==> src/rtl/pnd_pkg.sv <==
// Shared types and constants of the normal density evaluator.
`default_nettype none

package pnd_pkg;

   localparam int SAMPLE_W  = 16;
   localparam int STD_W     = 15;
   localparam int DENSITY_W = 24;
   localparam int CSR_IDX_W = 1;
   localparam int CSR_DAT_W = 16;

   // Register indexes of the configuration port
   localparam logic [CSR_IDX_W-1:0] CSR_MEAN    = 1'b0;
   localparam logic [CSR_IDX_W-1:0] CSR_STD_DEV = 1'b1;

   localparam logic [SAMPLE_W-1:0] MEAN_RESET    = 16'd0;
   localparam logic [STD_W-1:0]    STD_DEV_RESET = 15'd256;

   // Q31 constants
   localparam logic [31:0] ONE_Q31          = 32'h8000_0000;
   localparam logic [63:0] HALF_Q31         = 64'h0000_0000_4000_0000;
   localparam logic [29:0] E1_Q31           = 30'd790015085;
   localparam logic [29:0] INV_SQRT_2PI_Q31 = 30'd856722024;

   localparam int SERIES_TERMS = 15;
   localparam int MAX_WHOLE    = 40;

   localparam logic [DENSITY_W-1:0] DENSITY_MAX = 24'hFF_FFFF;

   // Classified item handed from the front part to the back part
   typedef struct packed {
      logic             err;
      logic [STD_W-1:0] s;
      logic [31:0]      ad_sq;
      logic [29:0]      s_sq;
   } item_type;

endpackage

`default_nettype wire

==> src/rtl/pnd_front.sv <==
// Front part: takes samples, forms the offset from the mean and the squares.
`default_nettype none

module pnd_front (
   input  wire logic                         clock,
   input  wire logic                         reset,
   input  wire logic                         en,
   input  wire logic                         in_valid,
   input  wire logic [pnd_pkg::SAMPLE_W-1:0] sample,
   input  wire logic [pnd_pkg::SAMPLE_W-1:0] mean,
   input  wire logic [pnd_pkg::STD_W-1:0]    std_dev,
   output logic                              out_valid,
   output pnd_pkg::item_type                 out_item
);

   logic signed [16:0]          d_in;
   logic [16:0]                 mag_in;
   logic                        v1_ff, v2_ff;
   logic [15:0]                 ad_ff;
   logic [pnd_pkg::STD_W-1:0]   s_ff;
   logic                        err_ff;
   pnd_pkg::item_type           item_ff, item_in;

   assign d_in   = $signed({sample[15], sample}) - $signed({mean[15], mean});
   assign mag_in = d_in[16] ? 17'(17'd0 - 17'(d_in)) : 17'(d_in);

   always_comb begin
      item_in.err   = err_ff;
      item_in.s     = s_ff;
      item_in.ad_sq = 32'(ad_ff) * 32'(ad_ff);
      item_in.s_sq  = 30'(s_ff) * 30'(s_ff);
   end

   always_ff @(posedge clock) begin
      if (reset) begin
         v1_ff <= 1'b0;
         v2_ff <= 1'b0;
      end else if (en) begin
         v1_ff <= in_valid;
         v2_ff <= v1_ff;
      end
   end

   always_ff @(posedge clock) begin
      if (en) begin
         ad_ff   <= mag_in[15:0];
         s_ff    <= std_dev;
         err_ff  <= (std_dev == '0);
         item_ff <= item_in;
      end
   end

   assign out_valid = v2_ff;
   assign out_item  = item_ff;

endmodule

`default_nettype wire

==> config.mk <==
export PLATFORM = sky130hd
export DESIGN_NAME = pnd_front
export DESIGN_NICKNAME = d
export VERILOG_FILES = /design/src/rtl/pnd_pkg.sv /design/src/rtl/pnd_front.sv
export SDC_FILE = /design/constraint.sdc
export NUM_CORES = 1
export LEC_CHECK = 0
export CAP_MARGIN = 10
export CORE_MARGIN = 4
export CORE_UTILIZATION = 51
export CTS_BUF_LIST = sky130_fd_sc_hd__clkbuf_2
export DETAILED_ROUTE_END_ITERATION = 12
export DONT_BUFFER_PORTS = 1
export GPL_ROUTABILITY_DRIVEN = 0
export GPL_TIMING_DRIVEN = 0
export PLACE_DENSITY = 0.66
export SETUP_SLACK_MARGIN = 0.5
export SLEW_MARGIN = 20
export SYNTH_ARGS = -nofsm -noshare
export SYNTH_HDL_FRONTEND = slang
export SYNTH_SLANG_ARGS = --single-unit
==> constraint.sdc <==
create_clock -name clock -period 7.25 [get_ports clock]
set_input_delay 0.3625 -clock clock [delete_from_list [all_inputs] [get_ports clock]]
set_output_delay 0.3625 -clock clock [all_outputs]
set_load 0.1 [all_outputs]
After elaboration in Yosys (flattened, before gate mapping)
Cells that the tools add are included.
{"block": "op_classes", "add_sub_neg": 2, "n_mux": 1, "multipliers": 2, "reduce_logical": 1}
{"cell": "$mul 16x16->32", "count": 1}
{"cell": "$mul 15x15->30", "count": 1}
{"cell": "$sub 16x16->17", "count": 1}
{"cell": "$mux 16", "count": 1}
{"cell": "$sub 1x16->16 const A", "count": 1}
{"cell": "$logic_not 15->1", "count": 1}
{"block": "word_totals", "regBits": 112, "out_inout_bits": 79, "inputBits": 51}

Depth between registers and ports, before layout
{"block": "logic_depth", "word_depth": 3, "ltp_mapped": 24}

Worst setup path before layout
No wires, ideal clock.
{"block": "synth_timing", "path_kind": "register -> register", "startpoint": "register ad_ff[1]", "endpoint": "register item_ff, in the netlist out_item[61] (data pin)", "arrival_ps": 6073, "slack_ps": 916, "required_ps": 6989, "path_stages_with_launch": 24, "cell_sequence": "edfxtp_1 clkbuf_1 clkbuf_1 nand2_1 inv_1 fa_1 inv_1 fa_1 inv_1 fa_1 fa_1 fa_1 inv_1 fa_1 inv_1 ha_1 and3_1 and3_1 a2111oi_0 o21ai_0 o21ai_0 o21ai_0 a21oi_1 nor3_1"}
{"element": "start, declared", "line": "pnd_front.sv:19", "text": "logic [15:0] ad_ff;"}
{"element": "start signal, assigned", "line": "pnd_front.sv:46", "text": "ad_ff <= mag_in[15:0];"}
{"element": "end signal, assigned", "line": "pnd_front.sv:49", "text": "item_ff <= item_in;"}
{"element": "end, declared", "line": "pnd_front.sv:22", "text": "pnd_pkg::item_type item_ff, item_in;"}

==> metrics list <==
- Antenna Violating Nets Remaining: 0
- Wire length of the first global-routing pass: between 60,000 and 70,000 µm
- Final Cycle Share: 0.908
* Post-route insts no fill: 2,396
- Setup repair after global routing could not meet its margin everywhere.
* Cell occurring most often along the worst timing path: fa_1
* Top-Level Pins: 130
* Main combinational cell family by area after synthesis: adder cells
* Crit path max-delay family: adder cells
- Synth Area in XOR/XNOR: 0.0411
- In this run, CTS created clock tree buffers numbering 9.
- Setup violations remaining at the end of the flow were counted as 0.
* Result of the run: finished, final reports clean
- The setup check on the worst reg-to-reg path leaves a slack of roughly 0.67 ns.
* GR Layer Usage met3: 0.0385
- Number of placement rows: 68
- In the global route stage, met2 resource usage came out at 0.358.
- After clock tree synthesis, the clock-pin slew on the worst setup and hold paths is approximately 0.30 ns.
- Of the total synthesized cell area, the portion taken by AND, OR, NAND and NOR gates is 0.112.
- Async SR Flop Fraction: 0
- After routing the design area is about 19,000 µm².
- Root Buffer: clkbuf_2
- Yosys top cell area share: 0.332
* Total via count after detailed routing: between 10,000 and 15,000
- The initial utilization of the core area, before any placement, comes to 0.520.
* Crit path max fanout: 10
* Slew Limit Fails: 0
- Slew at the pin with the worst max-slew slack: roughly 0.98 ns
- The largest individual stage delay along the critical path comes from the cell fa_1.
* DPL Wire Length: between 30,000 and 40,000 µm
- Post-synthesis sequential area ratio: 0.180
- Later-pin clock latency in the skew report: approximately 0.74 ns
- In this run the horizontal extent of the chip is between 150 and 200 µm.
- Number of H-tree branching levels: 3
* Dominant cell type by area after synthesis: fa_1
- Number of antenna violations at the first check in global routing: 1
- MaxCap Viol Count: 0
* Leading cell type by number of instances after synthesis: inv_1
- Final WL: ~40,000 µm
- The total count of hold-check failures in the final report was 0.
- Final critical-path required period: 6.58 ns
- In this run the tightest slew margin relative to its limit is 0.346.
- Before antenna repair, the detailed router went through 5 iterations.
- Routed WL per cell: about 17 µm
- Placed inst area: 18,700 µm²
- Maximum number of pins on one net before global-route repair: 108
- Commonest register cell after synthesis: edfxtp_1
* CTS tree: done
- The worst setup path is launched from a register.
- At the worst endpoint, the required time is about 8 ns.
- Once placement completed, the tool counted placed cells totaling around 2,300.
- Maximum root-to-sink buffer count: 2
- Bufs and invs on worst path: 9
- After detailed routing, the number of vias per cell comes to between 5 and 6.
* Average cell area after synthesis: a little under 10 µm²
* Cell Area, Synth: roughly 18,000 µm²
- Sinks on the clock net: 109
- By count the netlist is led by inv_1 (483), fa_1 (300), ha_1 (207).
- In the final timing run, aggregate negative setup slack is 0 ns.
- Highest cell delay on the worst timing path: 0.55 ns
- Across the routed clock network, the largest skew measured is ~0.036 ns.
- The filler cells instantiated in the layout total between 3,000 and 4,000.
* Smallest setup slack after layout: 0.667 ns
- After global routing, the most crowded layer is met2.
* Critical Path End Type: register
- Critical path type: register to register
* Placeable Area: between 30,000 and 40,000 µm²
- Data arrival time of the critical path: slightly above 7 ns
- The multi-input combinational cells in the finished layout cover a total of approximately 13,000 µm².
* Setup Slack @ Placement: -0.848 ns
* Die outline height: around 200 µm
* Final layout net count: ~2,500
- Number of standard cells after synthesis: roughly 1,900
- The synthesized design contains 107 enable-type register cells.
* Initial drt markers: ~650
* Number of distinct library cells after synthesis: about 70
- Grt met1 use: 0.298
* Port bufs: 0
- Top post-synthesis cells by area: fa_1 (33%), edfxtp_1 (18%), ha_1 (14%)
- Area grow syn2layout: 7.64%
* Remaining Overflow, GRT: 0
- The number of global-route vias before repair is ~13,000.
- Measured against the total synthesized area, the mux share comes to 0.00526.
- DRC violations left: 0
* All-Layer GR Usage: 0.216
- Compound-gate portion of the synthesized area: 0.0773
- Number of synthesized register bits: ~110
- Critical path, cell by cell: buf_2 > buf_4 > nand2_1 > inv_1 > fa_1 > inv_1 > fa_1 > inv_1 > fa_1 > fa_1 > fa_1 > inv_1 > fa_1 > inv_1 > ha_1 > and3_1 > and3_1 > a2111oi_4 > buf_4 > o21ai_4 > o21ai_2 > o21a_1 > buf_4 > xnor2_1
- Worst Hold Class: input pin to register
- In the final layout, flip-flops and latches occupy around 3300 µm².
- The die covers roughly 39,000 µm².
- Ratio of cells with drive above 1 in the final layout: 0.0608
* Yosys warnings: 0
- Static timing analysis puts the maximum clock frequency at approximately 0.15 GHz.
- Of the total synthesized cell area, the portion taken by full adders, half adders and majority gates is 0.475.
[stage by stage]
| stage | utilization | hold WS (ns) |
|---|---|---|
| final | 0.560 | 0.169 |
| after global routing | 0.560 | 0.122 |
| after CTS | 0.551 | 0.0525 |
| after detailed placement | 0.536 | 0.423 |
| after global placement | 0.536 | 0.402 |
| after floorplan | - | 0.400 |
[final cells by class]
class                   count  share of cell area
repair buffers             61              0.0275
clock buffers              11             0.00283
well taps                 455              0.0292
inverters                 483              0.0931
flip-flops and latches    109               0.167
plain buffers              42              0.0112
multi-input cells        1229               0.666
clock inverters             5             0.00308
diodes                      1            0.000128
[placed cells by master, fill, tap and decap left out, types with 3 or more instances in the layout]
cell / count
o21ai_2: 3
inv_1: 483
a211oi_1: 9
o21bai_1: 8
nand4_1: 4
buf_2: 4
nand3_1: 13
a41oi_1: 3
mux2_2: 4
and2_1: 78
fa_1: 300
a21oi_1: 59
nor2b_1: 16
nand3b_1: 5
clkbuf_2: 37
nor4_1: 6
or2_2: 6
edfxtp_1: 107
xnor2_1: 64
o211ai_1: 9
ha_1: 207
o21a_1: 17
a311oi_1: 3
o21ai_0: 28
nor2_1: 77
a21o_1: 26
xor2_1: 21
mux2i_1: 5
nand2b_1: 12
o31ai_1: 5
nor3_1: 11
nand2_1: 165
o2111ai_1: 3
clkbuf_1: 6
dlygate4sd3_1: 23
buf_4: 42
and3_1: 11
[routing by layer]
layer | routed length [µm] | vias up | part of all wire
met4 | 705 | 0 | 0.018
met3 | 1870 | 43 | 0.047
met5 | 0 | - | 0
li1 | - | 5958 | -
met1 | 17800 | 6195 | 0.45
met2 | 19600 | 263 | 0.49
[path summary, 6_finish.rpt]
kind                            from                endpoint  cells past startpoint
setup / recovery  ad_ff[1]$_DFFE_PP_  out_item[57]$_DFFE_PP_                     24
hold / removal             sample[0]      ad_ff[1]$_DFFE_PP_                      5
setup reg to reg  ad_ff[1]$_DFFE_PP_  out_item[57]$_DFFE_PP_                     24
hold reg to reg     err_ff$_DFFE_PP_  out_item[77]$_DFFE_PP_                      0
[flip-flops by register name, indices dropped and copies added, names as in the netlist]
signal     count
s_ff          15
out_valid      1
v1_ff          1
err_ff         1
ad_ff         16
out_item      75
[repair_timing]
item                                   in CTS  in global routing
endpoints found under the hold margin     127                  0
pin swaps                                   0                  5
hold buffers                               24                  0
gates resized for setup                    39                 30
setup buffers                               6                 31
cloned                                      0                  0
setup endpoints to repair                  21                 13
[worst register-to-register path, stage by stage, from the launching register on]
cell       delay [ns]
edfxtp_1         0.42
buf_2            0.20
buf_4            0.22
nand2_1          0.14
inv_1            0.09
fa_1             0.55
inv_1            0.05
fa_1             0.47
inv_1            0.05
fa_1             0.52
fa_1             0.44
fa_1             0.54
inv_1            0.05
fa_1             0.53
inv_1            0.04
ha_1             0.38
and3_1           0.24
and3_1           0.23
a2111oi_4        0.28
buf_4            0.19
o21ai_4          0.10
o21ai_2          0.22
o21a_1           0.21
buf_4            0.13
xnor2_1          0.15
[kinds of logic (layout without fill, tap and decap cells)]
logic type / count (synthesis) / after routing
XOR/XNOR: 85 / 85
flip-flops: 109 / 109
AO/OA/AOI/OAI: 207 / 207
other: 1 / 3
buffers and inverters: 525 / 602
adder cells (fa/ha/maj): 507 / 507
multiplexers: 9 / 9
AND/OR/NAND/NOR: 419 / 419
Power is left out: the tool's default activity adds up to more than one toggle a clock period on the data nets, which glitch-free logic cannot reach.
