### config.mk
export PLATFORM = sky130hd
export DESIGN_NAME = pnd_fifo
export DESIGN_NICKNAME = d
export VERILOG_FILES = /design/src/rtl/pnd_fifo.sv
export SDC_FILE = /design/constraint.sdc
export NUM_CORES = 1
export LEC_CHECK = 0
export BUFFER_PORTS_ARGS = -buffer_cell sky130_fd_sc_hd__buf_4
export CORE_MARGIN = 10
export CORE_UTILIZATION = 50
export DETAILED_ROUTE_END_ITERATION = 6
export PLACE_DENSITY = 0.71
export SYNTH_ARGS = -nofsm -noshare
export SYNTH_HDL_FRONTEND = slang
export SYNTH_SLANG_ARGS = --single-unit
### constraint.sdc
create_clock -name clock -period 5.39 [get_ports clock]
set_input_delay 1.078 -clock clock [delete_from_list [all_inputs] [get_ports clock]]
set_output_delay 1.078 -clock clock [all_outputs]
set_load 0.02 [all_outputs]
### src/rtl/pnd_fifo.sv
// Small first-word-fall-through queue.
`default_nettype none

module pnd_fifo #(
   parameter int W     = 8,
   parameter int DEPTH = 4
) (
   input  wire logic         clock,
   input  wire logic         reset,
   input  wire logic         push,
   input  wire logic [W-1:0] wdata,
   output logic              full,
   input  wire logic         pop,
   output logic [W-1:0]      rdata,
   output logic              empty
);

   localparam int AW = (DEPTH > 1) ? $clog2(DEPTH) : 1;

   logic [W-1:0]  mem [0:DEPTH-1];
   logic [AW-1:0] wr_ptr_ff, wr_ptr_in;
   logic [AW-1:0] rd_ptr_ff, rd_ptr_in;
   logic [AW:0]   count_ff, count_in;
   logic          do_push, do_pop;

   assign full    = (count_ff == (AW+1)'(DEPTH));
   assign empty   = (count_ff == '0);
   assign do_push = push && !full;
   assign do_pop  = pop && !empty;
   assign rdata   = mem[rd_ptr_ff];

   always_comb begin
      wr_ptr_in = wr_ptr_ff;
      rd_ptr_in = rd_ptr_ff;
      count_in  = count_ff;
      if (do_push) begin
         wr_ptr_in = (wr_ptr_ff == AW'(DEPTH-1)) ? '0 : wr_ptr_ff + 1'b1;
      end
      if (do_pop) begin
         rd_ptr_in = (rd_ptr_ff == AW'(DEPTH-1)) ? '0 : rd_ptr_ff + 1'b1;
      end
      if (do_push && !do_pop) begin
         count_in = count_ff + 1'b1;
      end else if (do_pop && !do_push) begin
         count_in = count_ff - 1'b1;
      end
   end

   always_ff @(posedge clock) begin
      if (reset) begin
         wr_ptr_ff <= '0;
         rd_ptr_ff <= '0;
         count_ff  <= '0;
      end else begin
         wr_ptr_ff <= wr_ptr_in;
         rd_ptr_ff <= rd_ptr_in;
         count_ff  <= count_in;
      end
   end

   always_ff @(posedge clock) begin
      if (do_push) begin
         mem[wr_ptr_ff] <= wdata;
      end
   end

endmodule

`default_nettype wire

Word-level counts from Yosys, hierarchy flattened --
Memory sizes are Yosys's and may differ from the RTL's. A register that Yosys moved wholly into a read port is not among the register bits. Index checks and enable logic that the tools add are counted.
Cells by class: equality and inequality tests 3, $add $sub $neg 4, muxes and demuxes 8, reductions and logical operators 10
Operators by type and width (count):
- 2-bit two-way mux | 4
- 3-bit two-way mux | 2
- 2-bit by 1-bit adder with 2-bit output, second input constant | 2
- 2-bit == test, second input constant | 2
- 1-bit logical AND | 4
- 1-bit logical NOT | 4
- 3-bit by 1-bit adder with 3-bit output, second input constant | 1
- 3-bit == test, second input constant | 1
- 3-bit logical NOT | 1
- 3-bit by 1-bit subtractor with 3-bit output, second input constant | 1
- 1-bit two-way mux | 2
- 2-bit nonzero test | 1
Storage, ports and cells: memories kept 1, bits in writable memories 32, register bits after elaboration 7
Memory list:
- mem | words 4, bits a word 8, read ports 1, clocked after Yosys merged registers in 1, wr ports 1, line 20 | logic [W-1:0] mem [0:DEPTH-1];

Depth between registers and ports, before layout --
Gate-level depths: netlist (run 1).
word-level depth 7, depth in mapped cells 10

Least setup slack after synthesis (run 1) --
Ideal clock, no wire load.
path kind input-to-reg, from in push, to reg count_ff[2], data required time 5320 ps, path buffers 0, data arrival time 2511 ps, cell stages on the path 8, setup slack 2809 ps, path through inv_1 -> nor2_2 -> ha_1 -> inv_1 -> fa_1 -> xor2_1 -> or3_2 -> a21oi_1
Between the ends: word-level cells in the longest chain between the ends 4, elaborated cells on any way between the ends 6
RTL lines:
- from (decl) | line 10 | input wire logic push,
- 1-bit logical AND (*) | line 28 | assign do_push = push && !full;
- named net do_push | line 24 | logic do_push, do_pop;
- 1-bit logical NOT | line 44 | end else if (do_pop && !do_push) begin
- 1-bit logical AND | line 44
- 2-bit nonzero test (no line)
- to (signal assigned) | line 57 | count_ff <= count_in;
- to (decl) | line 23 | logic [AW:0] count_ff, count_in;
Mark *: on every way through the listed nets, which the timed path passes. The rest lies on a longest branch. A chain may end at the register's enable or synchronous reset.

==> flow_metrics.py, run 1 <==
metrics = {
    "outcome": {
        "status": "complete, no violations",
    },
    "final_layout": {
        "antennaDiodeCount": 0,
        "nets": 135,
        "fillers": 256,
        "drive_gt1_share_pct": 38.5,
        "finish.instance_area_mm2": 0.00189,
        "finalNonFillerCells": 161,
        "multiInputGateArea_um2": 457,
        "seq_area_mm2": 0.00114,
        "post-route-util_pct": 61.0,
        "synthToLayoutAreaGrowth_pct": 15.1,
    },
    "sta": {
        "max_freq_mhz": 351,
        "final.min_clock_period_ps": 2850,
        "slew_headroom_pct": 62.2,
        "maxSlewViolCount": 0,
        "setup_slack_ps": 2540,
        "hold_viol_final": 0,
        "setup_tns_ps": 0,
        "tightest_slew_ps": 566,
        "period_share_pct": 52.9,
        "setup_viol": 0,
        "rsz0062_at_grt": "no",
        "whs_ps": 503,
        "final.setup_skew_ps": 7.07,
    },
    "placed_design": {
        "place_congestion": 0.724,
        "place_ws_ps": 2570,
        "portBuffers": 21,
        "place_area_mm2": 0.00183,
        "dp_hpwl_mm": 1.90,
        "dp.cells": 153,
    },
    "yosys": {
        "ys_seq_elements": 41,
        "synth_nets": 111,
        "synth.distinct_cells": 26,
        "avgSynthCellArea_um2": 17.9,
        "yosys_warnings": 0,
        "synth_seq_area_share_pct": 69.4,
        "syn_inst": 92,
        "syn_area_mm2": 0.00165,
    },
    "worst_setup_path": {
        "worst_ep_arrival_time_ps": 1770,
        "critPathRequiredTime_ps": 4310,
        "crit_type": "reg2out",
        "r2r_cells": 9,
        "crit_fanout": 8,
        "slowest_delay_ps": 700,
        "crit_path_end_kind": "primary output",
        "crit_path_start_kind": "register",
        "critPathSlowestCell": "dfxtp_1",
        "path_cells": "mux4_2 > buf_4",
    },
    "min_path": {
        "hold_class": "reg2reg",
        "hold_depth": 2,
    },
    "global_route": {
        "antenna_found_initial": 0,
        "gr-total-overflow": 0,
        "grt_pass1_vias": 909,
        "grt_max_degree": 13,
        "grt_usage_pct": 9.11,
        "grt_pass1_wl_mm": 4.28,
    },
    "detailed_routing": {
        "antenna_left": 0,
        "drt_first_pass_iters": 4,
        "routed_wl_mm": 2.57,
        "wl_per_cell_um": 16.0,
        "drt_iter0_drc": 52,
        "routed_via_density": 5.09,
        "drc": 0,
        "vias": 820,
    },
    "power_and_ir_drop": {
        "power_switching_mw": 0.247,
        "power.leakage_nw": 0.699,
        "comb_power_share_pct": 29.8,
        "power_density_mw_per_mm2": 431,
        "power_mw": 0.817,
        "p_sw_share_pct": 30.3,
        "p_clk_share_pct": 18.2,
        "vdd_drop_max_mv": 0.240,
        "seq_power_share_pct": 51.9,
        "p_int_mw": 0.569,
    },
    "die": {
        "coreArea_mm2": 0.00310,
        "die_x_um": 77.4,
        "rows": 20,
        "io_pins": 22,
        "initial_core_util_pct": 53.0,
        "die_h_um": 77.4,
        "dieArea_mm2": 0.00599,
    },
    "cts": {
        "root_buffer": "clkbuf_4",
        "cts_sinks": 41,
        "insertion_delay_ps": 330,
        "cts-resized-gates": 0,
        "post_cts_buffers": 0,
        "cts_made_buffers": 5,
        "cts_max_level": 2,
        "cts_hold_buf": 0,
        "path_clk_slew_ps": 110,
        "cts_max_path_buffers": 2,
        "cts_tree": "done",
    },
    "run": {
        "maxCapViolations": 0,
    },
}
-- synthesized netlist by cell type --
master / n / share of area (%)
buf_6: 1 / 0.68
nand2_1: 1 / 0.23
dfxtp_1: 9 / 11
and3_2: 4 / 1.8
mux2i_1: 2 / 1.2
a21oi_1: 3 / 0.91
inv_1: 4 / 0.91
nand3_1: 2 / 0.61
xor2_1: 2 / 1.1
nor2_2: 1 / 0.38
nor2_1: 3 / 0.68
o21ai_0: 1 / 0.30
ha_1: 6 / 4.6
o21ai_1: 1 / 0.30
fa_1: 1 / 1.2
mux4_2: 8 / 11
or3_1: 1 / 0.38
clkinv_4: 1 / 0.53
buf_1: 1 / 0.23
o31ai_2: 2 / 1.5
buf_2: 1 / 0.30
nor3_1: 2 / 0.61
edfxtp_1: 32 / 58
or3_2: 1 / 0.46
or3b_1: 1 / 0.53
clkbuf_1: 1 / 0.23
-- critical path: cells and delay by family (launching register included) --
kind,cells,cell delay [ps]
buffers and inverters,1,170
flip-flops,1,700
multiplexers,1,570
-- final cells by class --
cell class,count,share of cell area (%)
Sequential cell,41,60.2
Multi-Input combinational cell,42,24.1
Timing Repair Buffer,21,8.32
Tap cell,44,2.91
Clock buffer,6,2.71
Inverter,5,1.25
Clock inverter,2,0.462
-- cells in the final DEF (no fill, tap or decap), types with 3 or more instances in the layout --
cell,count
buf_4,21
mux4_2,8
edfxtp_1,32
a21oi_1,3
dfxtp_1,9
and3_2,4
inv_1,4
clkbuf_4,5
nor2_1,3
ha_1,6
-- power by group through the flow --
stage               sequential (mW)  combinational (mW)  clock (mW)
global placement              0.430               0.241           0
finish                        0.424               0.244       0.149
global route                  0.432               0.265       0.167
detailed placement            0.433               0.248           0
CTS                           0.426               0.249       0.153
floorplan                     0.410               0.185           0
-- flip-flops by register name, summed over array words and instances (netlist names), named ones only --
name       cells
mem           32
count_ff       3
rd_ptr_ff      2
wr_ptr_ff      2
-- routing by layer --
metal	GRT usage (%)	wire (µm)	up-vias
met5	0	0	-
met4	4.74	40	0
met3	3.34	130	5
met2	15.5	1330	20
met1	9.74	1070	396
li1	-	-	399
-- cells by family after synthesis --
group | count (synthesis) | share of synthesized area (%)
AO/OA/AOI/OAI | 7 | 3.04
XOR/XNOR | 2 | 1.06
adder cells (fa/ha/maj) | 7 | 5.78
buffers and inverters | 9 | 2.89
flip-flops | 41 | 69.4
multiplexers | 10 | 12.2
AND/OR/NAND/NOR | 16 | 5.70
-- final timing paths --
kind / start / end / slack [ps]
hold / removal: rd_ptr_ff[0] / register / 500
setup / recovery: register / rdata[1] / 2540
setup reg to reg: count_ff[0] / count_ff[2] / 3000
hold reg to reg: rd_ptr_ff[0] / register / 500
(Power assumes the default switching activity.)
==> run 2, diff against run 1 <==
- clock period: 5.39 -> 2.8 ns (I/O delays scaled with it)
==> run 2 against run 1 <==
Die area unchanged. Critical path depth up 7. Register-to-register slack got worse by 2600 ps. Design area barely moved. Sequential share of layout area about the same. Clock power rose by 100%. First-iteration DRC count up 63%. Cell count unchanged. Count of clock-buffer cells in the layout up 2. Non-clock buffer count did not move. Combinational power rose by 91%. Via count is 0.61% lower. Critical endpoint is now count_ff[2].
==> flow_metrics.py, run 2 (synthesized netlist as in run 1, its figures left out) <==
metrics = {
    "sta": {
        "hold_viol_final": 0,
        "rsz0062_at_grt": "no",
        "period_share_pct": 84.7,
        "maxSlewViolCount": 0,
        "setup_viol": 0,
        "final.setup_skew_ps": 11.4,
        "max_freq_mhz": 422,
        "setup_tns_ps": 0,
        "tightest_slew_ps": 537,
        "slew_headroom_pct": 64.2,
        "final.min_clock_period_ps": 2370,
    },
    "detailed_routing": {
        "vias": 815,
        "routed_wl_mm": 2.70,
        "drc": 0,
        "wl_per_cell_um": 16.8,
        "drt_iter0_drc": 85,
        "drt_first_pass_iters": 4,
        "routed_via_density": 5.06,
        "antenna_left": 0,
    },
    "global_route": {
        "grt_max_degree": 13,
        "grt_pass1_wl_mm": 4.38,
        "gr-total-overflow": 0,
        "grt_usage_pct": 9.40,
        "antenna_found_initial": 0,
        "grt_pass1_vias": 866,
    },
    "worst_setup_path": {
        "crit_path_start_kind": "register",
        "r2r_cells": 9,
        "critPathRequiredTime_ps": 3080,
        "crit_path_end_kind": "register",
        "worst_ep_arrival_time_ps": 2650,
        "r2r_start": "count_ff[0]",
        "crit_fanout": 7,
        "crit_type": "reg2reg",
        "crit_path_start": "count_ff[0]",
    },
    "final_layout": {
        "reg_top3": "mem x32, count_ff x3",
        "layout_commonest_cell": "edfxtp_1",
        "drive_gt1_share_pct": 37.6,
        "synthToLayoutAreaGrowth_pct": 15.1,
        "largest_reg_flops": 32,
        "nets": 135,
        "antennaDiodeCount": 0,
        "finish.instance_area_mm2": 0.00189,
        "regMostFlops": "mem",
        "mostFrequentLayoutCells": "edfxtp_1, buf_4, dfxtp_1",
    },
    "power_and_ir_drop": {
        "power.leakage_nw": 0.696,
        "p_int_mw": 1.10,
        "p_sw_share_pct": 30.5,
        "seq_power_share_pct": 51.4,
        "power_switching_mw": 0.482,
        "comb_power_share_pct": 29.5,
        "power_mw": 1.58,
        "vdd_drop_max_mv": 0.453,
        "p_clk_share_pct": 19.1,
        "power_density_mw_per_mm2": 836,
    },
    "cts": {
        "cts_max_level": 2,
        "insertion_delay_ps": 340,
        "cts_made_buffers": 5,
        "cts_tree": "done",
        "cts_hold_buf": 0,
        "post_cts_buffers": 0,
        "cts_max_path_buffers": 2,
        "cts-resized-gates": 0,
        "path_clk_slew_ps": 120,
        "root_buffer": "clkbuf_4",
        "cts_sinks": 41,
    },
    "die": {
        "io_pins": 22,
        "die_h_um": 77.4,
        "coreArea_mm2": 0.00310,
        "initial_core_util_pct": 53.0,
        "die_x_um": 77.4,
        "rows": 20,
        "dieArea_mm2": 0.00599,
    },
    "placed_design": {
        "place_area_mm2": 0.00183,
        "portBuffers": 21,
        "place_congestion": 0.727,
        "dp_hpwl_mm": 1.91,
    },
    "outcome": {
        "status": "complete, no violations",
    },
    "min_path": {
        "min_from": "wdata[2]",
        "hold_class": "in2reg",
        "hold_depth": 1,
    },
    "run": {
        "maxCapViolations": 0,
    },
}
[run 2: worst max-delay path, cell delays in order (launching register included)]
cell      delay (ps)
dfxtp_1          460
or3b_1           300
clkinv_4          90
nor2_2           130
ha_1             200
inv_1             60
fa_1             380
xor2_1           160
or3_2            400
a21oi_1          140
[run 2: routing by layer]
layer	part of all wire [%]	GRT usage (%)	vias up
met3	5.3	4.49	6
met1	44	10.8	392
met5	0	0	-
met4	1.3	3.28	0
met2	50	15.1	20
li1	-	-	397
[run 2: through the flow]
stage          util, %  hold slack [ps]  cells  worst slack [ps]
3_3_place_gp      59.1              478    153               531
3_5_place_dp      59.1              484    153               443
6_report          61.0              409    161               429
5_1_grt           61.0              386    161               287
2_1_floorplan        -              463     92               606
4_1_cts           61.0              401    161               402
[run 2: final cells by class]
type | instances | area (µm²)
clock buffers | 8 | 58.8
fillers | 260 | 1210
inverters | 5 | 23.8
multi-input cells | 42 | 457
flip-flops and latches | 41 | 1140
well taps | 44 | 55.1
repair buffers | 21 | 158
[run 2: path summary, 6_finish.rpt]
path                            slack (ps)            to
worst max register to register         430   count_ff[2]
worst min register to register         500  rd_ptr_ff[0]
worst max-delay path                   430   count_ff[2]
worst min-delay path                   410     mem[2][2]
[run 2: power groups by stage]
| stage | logic, mW | clock network (mW) | registers, mW |
|---|---|---|---|
| after floorplan | 0.357 | 0 | 0.789 |
| after detailed placement | 0.475 | 0 | 0.832 |
| after global placement | 0.466 | 0 | 0.827 |
| after global routing | 0.511 | 0.339 | 0.830 |
| after CTS | 0.477 | 0.311 | 0.819 |
| final | 0.467 | 0.302 | 0.814 |
